**config.mk**
```make
export PLATFORM = sky130hd
export DESIGN_NAME = ssc_ctrl
export DESIGN_NICKNAME = d
export VERILOG_FILES = /design/src/hdl/ssc_pkg.sv /design/src/hdl/ssc_ctrl.sv
export SDC_FILE = /design/constraint.sdc
export NUM_CORES = 1
export LEC_CHECK = 0
export ABC_AREA = 1
export BUFFER_PORTS_ARGS = -buffer_cell sky130_fd_sc_hd__buf_4
export CAP_MARGIN = 0
export CORE_AREA = 2 2 39 41
export CTS_CLUSTER_SIZE = 30
export DETAILED_ROUTE_END_ITERATION = 16
export DIE_AREA = 0 0 41 43
export GPL_TIMING_DRIVEN = 0
export HOLD_SLACK_MARGIN = 0.12
export REMOVE_ABC_BUFFERS = 1
export SLEW_MARGIN = 40
export SYNTH_ARGS = -nofsm -noshare
export SYNTH_HDL_FRONTEND = slang
export SYNTH_SLANG_ARGS = --single-unit
export TNS_END_PERCENT = 20
```
**constraint.sdc**
```tcl
create_clock -name clk -period 1.8 [get_ports clk]
set_input_delay 0.45 -clock clk [delete_from_list [all_inputs] [get_ports clk]]
set_output_delay 0.45 -clock clk [all_outputs]
set_load 0.01 [all_outputs]
```
**src/hdl/ssc_pkg.sv**
```systemverilog
// ----------------------------------------------------------------------------
// ssc_pkg
// Shared constants, codes and control types of the sprite scanline counter.
// ----------------------------------------------------------------------------
package ssc_pkg;

  // Number of entries in the sprite table (1 to 512).
  localparam int SPRITE_COUNT = 382;
  localparam int ADDR_W       = (SPRITE_COUNT > 1) ? $clog2(SPRITE_COUNT) : 1;
  localparam int CNT_W        = $clog2(SPRITE_COUNT + 1);

  // Fixed field widths.
  localparam int WORD_W  = 16;
  localparam int IDX_W   = 9;
  localparam int LINE_W  = 8;
  localparam int VAL_W   = 9;
  localparam int HGT_W   = 6;
  localparam int CFG_IDX_W = 2;

  // Control word layout.
  localparam int Y_MSB      = 15;
  localparam int Y_LSB      = 7;
  localparam int STICKY_POS = 6;

  localparam logic [VAL_W-1:0] LINE_OFFSET    = 9'd32;
  localparam logic [VAL_W-1:0] DEFAULT_LIMIT  = 9'd96;
  localparam logic [VAL_W-1:0] DEFAULT_WIDTH  = 9'd320;
  localparam logic [VAL_W-1:0] DEFAULT_HEIGHT = 9'd224;

  // The bar dividend is a 9-bit count times a 9-bit width.
  localparam int DIV_W  = 2 * VAL_W;
  localparam int DIVC_W = $clog2(DIV_W);

  // Request codes.
  localparam logic REQ_WRITE = 1'b0;
  localparam logic REQ_QUERY = 1'b1;

  // Configuration register indexes.
  localparam logic [CFG_IDX_W-1:0] CFG_HEIGHT = 2'd0;
  localparam logic [CFG_IDX_W-1:0] CFG_WIDTH  = 2'd1;
  localparam logic [CFG_IDX_W-1:0] CFG_LIMIT  = 2'd2;

  typedef struct packed {
    logic wr;
    logic query_load;
    logic scan_rd;
    logic div_init;
    logic div_step;
    logic out_load;
  } ssc_cmd_t;

  typedef struct packed {
    logic scan_last;
    logic div_last;
  } ssc_status_t;

  function automatic logic [VAL_W-1:0] sat9(input logic [CNT_W-1:0] v);
    logic [CNT_W:0] wide;
    wide = {1'b0, v};
    if (wide > (CNT_W+1)'(511)) begin
      return 9'h1ff;
    end
    return VAL_W'(v);
  endfunction

endpackage

```
**src/hdl/ssc_ctrl.sv**
```systemverilog
// ----------------------------------------------------------------------------
// ssc_ctrl
// Sequencer of the sprite scanline counter: handshakes, table walk and
// bar division steps.
// ----------------------------------------------------------------------------
module ssc_ctrl (
  input  logic                clk,
  input  logic                rst,
  input  logic                in_valid,
  output logic                in_ready,
  input  logic                req_type,
  output logic                out_valid,
  input  logic                out_ready,
  output ssc_pkg::ssc_cmd_t    cmd,
  input  ssc_pkg::ssc_status_t status
);
  import ssc_pkg::*;

  typedef enum logic [5:0] {
    S_IDLE    = 6'b000001,
    S_SCAN    = 6'b000010,
    S_DRAIN   = 6'b000100,
    S_DIVINIT = 6'b001000,
    S_DIV     = 6'b010000,
    S_DONE    = 6'b100000
  } state_t;

  state_t state, state_next;

  always_comb begin
    state_next = state;
    cmd        = '0;
    in_ready   = 1'b0;
    case (state)
      S_IDLE: begin
        in_ready = 1'b1;
        if (in_valid) begin
          if (req_type == REQ_QUERY) begin
            cmd.query_load = 1'b1;
            state_next     = S_SCAN;
          end else begin
            cmd.wr = 1'b1;
          end
        end
      end
      S_SCAN: begin
        cmd.scan_rd = 1'b1;
        if (status.scan_last) begin
          state_next = S_DRAIN;
        end
      end
      // The last table word comes out of the RAM in this cycle.
      S_DRAIN: begin
        state_next = S_DIVINIT;
      end
      S_DIVINIT: begin
        cmd.div_init = 1'b1;
        state_next   = S_DIV;
      end
      S_DIV: begin
        cmd.div_step = 1'b1;
        if (status.div_last) begin
          state_next = S_DONE;
        end
      end
      S_DONE: begin
        if (!out_valid || out_ready) begin
          cmd.out_load = 1'b1;
          state_next   = S_IDLE;
        end
      end
      default: begin
        state_next = S_IDLE;
      end
    endcase
  end

  always_ff @(posedge clk) begin
    if (rst) begin
      state     <= S_IDLE;
      out_valid <= 1'b0;
    end else begin
      state <= state_next;
      if (cmd.out_load) begin
        out_valid <= 1'b1;
      end else if (out_ready) begin
        out_valid <= 1'b0;
      end
    end
  end

endmodule

```
==> flow_summary.json, run 1 <==
{
  "avgSynthCellArea_um2": 6.02,
  "vias": 475,
  "die-area_um2": 1760,
  "cts_tree": "yes",
  "period_needed_ns": 1.71,
  "post-cts-setup-buffer-count": 0,
  "io_pins": 15,
  "cellLeakagePower_nw": 0.341,
  "antenna_found_initial": 0,
  "status": "finished clean",
  "n_antenna_cell": 0,
  "io_buffers": 14,
  "final_nets": 96,
  "hpwl_um": 727,
  "synth_warnings": 0,
  "skew_ns": 0.00540,
  "path_max_fanout": 6,
  "drc": 0,
  "first_iter_violations": 6,
  "htree_levels": 1,
  "placeableCoreArea_um2": 1380,
  "globalRouteTotalUtil": 0.129,
  "synth_area_leader_cell": "dfxtp_1",
  "gp_congestion": 0.769,
  "cts-root-buf": "clkbuf_4",
  "synth.area.top_cells": "dfxtp_1 33%, nor2_1 14%, inv_1 13%, nand2_1 12%, nand4_1 7.4%",
  "grt_pass1_wl_um": 1500,
  "crit_path_max_incr_delay_ns": 0.36,
  "cts.path.max_buffers": 2,
  "die_w_um": 41,
  "synth_cells": 70,
  "crit_arrival_ns": 1.26,
  "cap_violations": 0,
  "cp_slowest_cell": "dfxtp_1",
  "drv_slew": 0,
  "syn-cell-area_um2": 422,
  "drtAntennaViolNets": 0,
  "hold_buffers": 0,
  "grt_max_degree": 7,
  "clk_latency_ns": 0.25,
  "crit_path_start_kind": "flip-flop",
  "synth.top_cell.area_share": 0.332,
  "power.density_nw_per_um2": 1230,
  "wl_per_cell_um": 9.07,
  "ir_drop_mv": 0.474,
  "layout_common_cells": "15 x inv_1, 15 x nor2_1, 14 x buf_4",
  "worstMarginPinSlew_ns": 0.203,
  "rows": 14,
  "viasPerCell": 4.57,
  "grt_overflow": 0,
  "fin_util": 0.430,
  "ys_seq_elements": 7,
  "final_layout_size_suffix_gt1_frac": 0.295,
  "cts_sinks": 7,
  "hp-class": "input port to flip-flop",
  "crit_chain": "nor2_4, nand3_2, nor3b_2, buf_4",
  "setup_violations": 0,
  "critPathRequiredTime_ns": 1.35,
  "grt_pass1_vias": 410,
  "clkSlewWorstSetupHoldPaths_ns": 0.06,
  "slew_headroom": 0.864,
  "ys_seq_area_frac": 0.332,
  "postRouteWirelength_um": 943,
  "numCtsBuffers": 3,
  "fin_crit_sh": 0.952,
  "drtPass1Iterations": 4,
  "finalHoldViolCount": 0,
  "synth_cell_types": 12,
  "power_w": 0.000730,
  "fmax_ghz": 0.583,
  "areaGrowthSynthToFinish_pct": 41.2,
  "end_kind": "output port",
  "initial_core_util": 0.305,
  "die_h_um": 43,
  "worst-setup-path-type": "flip-flop to output port"
}
## through the flow
step	hold slack, ns	setup WS [ns]	cells	instance area [um^2]	TNS, ns
after floorplan	0.491	0.336	70	422	0
after CTS	0.407	0.000405	104	583	0
after detailed placement	0.523	0.204	100	547	0
after global routing	0.414	-0.0218	104	596	-0.0334
final	0.412	0.0855	104	596	0
after global placement	0.512	0.212	100	547	0
## report_power, final
| part | total (W) | internal, W | leakage, nW | switching, W |
|---|---|---|---|---|
| Sequential | 0.000221 | 0.000186 | 0.0571 | 0.0000345 |
| Combinational | 0.000365 | 0.000152 | 0.269 | 0.000213 |
| Clock | 0.000144 | 0.0000847 | 0.0150 | 0.0000590 |
| Total | 0.000730 | 0.000423 | 0.341 | 0.000307 |
## cell usage after synthesis
library cell / count
a21oi_1: 2
nand4_1: 5
nand3_1: 4
nor3_1: 1
inv_1: 15
nor2_1: 16
dfxtp_1: 7
nor3b_1: 1
nand2_2: 2
nor2_2: 3
nor2_4: 1
nand2_1: 13
## flip-flops by register name (all words and copies together), names as in the netlist
| name | count |
|---|---|
| state | 6 |
| out_valid | 1 |
## worst max-delay path, delay by kind of cell (launching register included)
kind | cells | cell delay (ns)
buf+inv | 1 | 0.14
flops | 1 | 0.36
simple gates | 3 | 0.51
## cells by family after synthesis
group	synth area share
DFF	0.332
AOI/OAI and AO/OA	0.0237
buffers and inverters	0.134
and+or+nand+nor	0.510
## area by class of cell
class	instances	area, um^2
Inverter	15	56.3
Timing Repair Buffer	14	105
Fill cell	160	788
Sequential cell	7	140
Clock buffer	4	26.3
Tap cell	16	20.0
Multi-Input combinational cell	48	248
## per-layer routing
layer	up-vias	track usage	wire, um
li1	254	-	-
met5	-	0	0
met1	201	0.153	415
met3	2	0.0314	63
met2	18	0.178	449
met4	0	0.120	14
## worst paths after layout
kind	slack (ns)	cells past startpoint	to	from
setup reg to reg	0.66	9	state[5]	state[1]
hold reg to reg	0.55	2	state[1]	state[1]
hold / removal	0.41	2	state[4]	rst
setup / recovery	0.09	4	cmd[4]	state[5]
## timing repair
action | in CTS | in global routing
resized for setup | 2 | 3
endpoints found under the hold margin | 0 | 0
endpoints found under the setup margin | 2 | 2
cloned | 0 | 0
No activity file was read; power rests on OpenSTA's default activity.
==> run 2: changes to the inputs <==
--- a/config.mk
+++ b/config.mk
@@ -15,6 +15,7 @@
 export GPL_TIMING_DRIVEN = 0
 export HOLD_SLACK_MARGIN = 0.12
 export REMOVE_ABC_BUFFERS = 1
+export SETUP_SLACK_MARGIN = 0.5
 export SLEW_MARGIN = 40
 export SYNTH_ARGS = -nofsm -noshare
 export SYNTH_HDL_FRONTEND = slang
==> run 2 against run 1 <==
First-iteration DRC count grew 17%. Non-clock buffer count up 5. Combinational power increased by 31%. Worst setup slack better by 0.033 ns. Final cell count increased by 4.8%. Sequential share of layout area fell by 1.4 points. Final area rose by 10%. Global-route usage increased by 0.60 points. Die area unchanged. Clock-buffer cell count did not move. Register-to-register slack worse by 0.07 ns. Via count up 5.5%.
==> flow_summary.json, run 2 (synthesis gave the netlist of run 1 again) <==
{
  "layout_common_cells": "19 x buf_4, 15 x inv_1, 15 x nor2_1",
  "hp-class": "input port to flip-flop",
  "cellLeakagePower_nw": 0.368,
  "globalRouteTotalUtil": 0.135,
  "setup_tns_ns": 0,
  "antenna_found_initial": 0,
  "grt_overflow": 0,
  "vias": 501,
  "drtAntennaViolNets": 0,
  "power.density_nw_per_um2": 1300,
  "viasPerCell": 4.60,
  "die_h_um": 43,
  "wl_per_cell_um": 9.28,
  "areaGrowthSynthToFinish_pct": 55.5,
  "rsz0062_at_grt": "true",
  "initial_core_util": 0.305,
  "placeableCoreArea_um2": 1380,
  "largest_register_ff_count": 6,
  "grt_pass1_vias": 434,
  "postRouteWirelength_um": 1010,
  "top_regs": "state x6, out_valid x1",
  "hpwl_um": 727,
  "final_layout_size_suffix_gt1_frac": 0.387,
  "htree_levels": 1,
  "io_pins": 15,
  "period_needed_ns": 1.68,
  "drv_slew": 0,
  "clkSlewWorstSetupHoldPaths_ns": 0.06,
  "fmax_ghz": 0.595,
  "grt_max_degree": 7,
  "crit_path_start_kind": "flip-flop",
  "drtPass1Iterations": 4,
  "die_w_um": 41,
  "cts_sinks": 7,
  "crit_arrival_ns": 1.23,
  "top_register": "state",
  "first_iter_violations": 7,
  "die-area_um2": 1760,
  "finalHoldViolCount": 0,
  "numCtsBuffers": 3,
  "drc": 0,
  "worstMarginPinSlew_ns": 0.209,
  "skew_ns": 0.00544,
  "end_kind": "output port",
  "gp_congestion": 0.769,
  "worst_hold_slack_ns": 0.398,
  "status": "finished clean",
  "cts.path.max_buffers": 2,
  "fin_crit_sh": 0.934,
  "fin_util": 0.474,
  "power_w": 0.000854,
  "path_max_fanout": 6,
  "rows": 14,
  "final_nets": 101,
  "clk_latency_ns": 0.26,
  "ir_drop_mv": 0.603,
  "io_buffers": 14,
  "grt_pass1_wl_um": 1590,
  "final_common_cell": "buf_4",
  "worst-setup-path-type": "flip-flop to output port",
  "cts-root-buf": "clkbuf_4",
  "cap_violations": 0,
  "cts_tree": "yes",
  "slew_headroom": 0.861,
  "n_antenna_cell": 0,
  "setup_violations": 0,
  "critPathRequiredTime_ns": 1.35
}
run 2: changes by cell type in the layout (fill, tap and decap cells not counted), sizes merged:
cell	delta
buf	+5
run 2: what timing repair did:
item                       4_1_cts  5_1_grt
resized for setup                8        4
cloned                           0        0
setup buffers                    3        2
pin swaps                        3        2
setup endpoints to repair        7        8
hold buffers                     0        0
run 2: final cells by class:
class                      count  area, um^2
multi-input combinational     48         265
clock buffer                   4        26.3
fill                         154         728
inverter                      15        56.3
sequential                     7         145
timing repair buffer          19         143
tap                           16        20.0
run 2: path summary, 6_finish.rpt:
path | cells after the start | to | startpoint | slack (ns)
max | 4 | cmd[4] | state[5] | 0.12
min | 2 | state[4] | rst | 0.40
max reg2reg | 9 | state[5] | state[1] | 0.59
min reg2reg | 2 | state[5] | state[5] | 0.52
run 2: through the flow:
step                worst slack (ns)  area, um^2  cells
finish                         0.118         656    109
global route                  0.0620         656    109
CTS                            0.131         622    107
detailed placement             0.204         547    100
global placement               0.212         547    100
floorplan                      0.336         422     70
run 2: critical path, stage by stage, from the launching register on:
cell	delay, ns
dfxtp_2	0.34
nor2_4	0.20
nand3_4	0.12
nor3b_2	0.17
buf_4	0.14
run 2: routing by layer:
metal  wire length [um]  track usage  up-vias
li1                   -            -      262
met1                435        0.150      215
met2                470        0.200       20
met3                 77       0.0314        4
met4                 28        0.120        0
met5                  0            0        -
run 2: report_power, final:
group / leakage, nW / internal [W] / switching [W]
registers: 0.0583 / 0.000191 / 0.0000376
clock network: 0.0150 / 0.0000849 / 0.0000624
logic: 0.294 / 0.000230 / 0.000248
total: 0.368 / 0.000506 / 0.000348
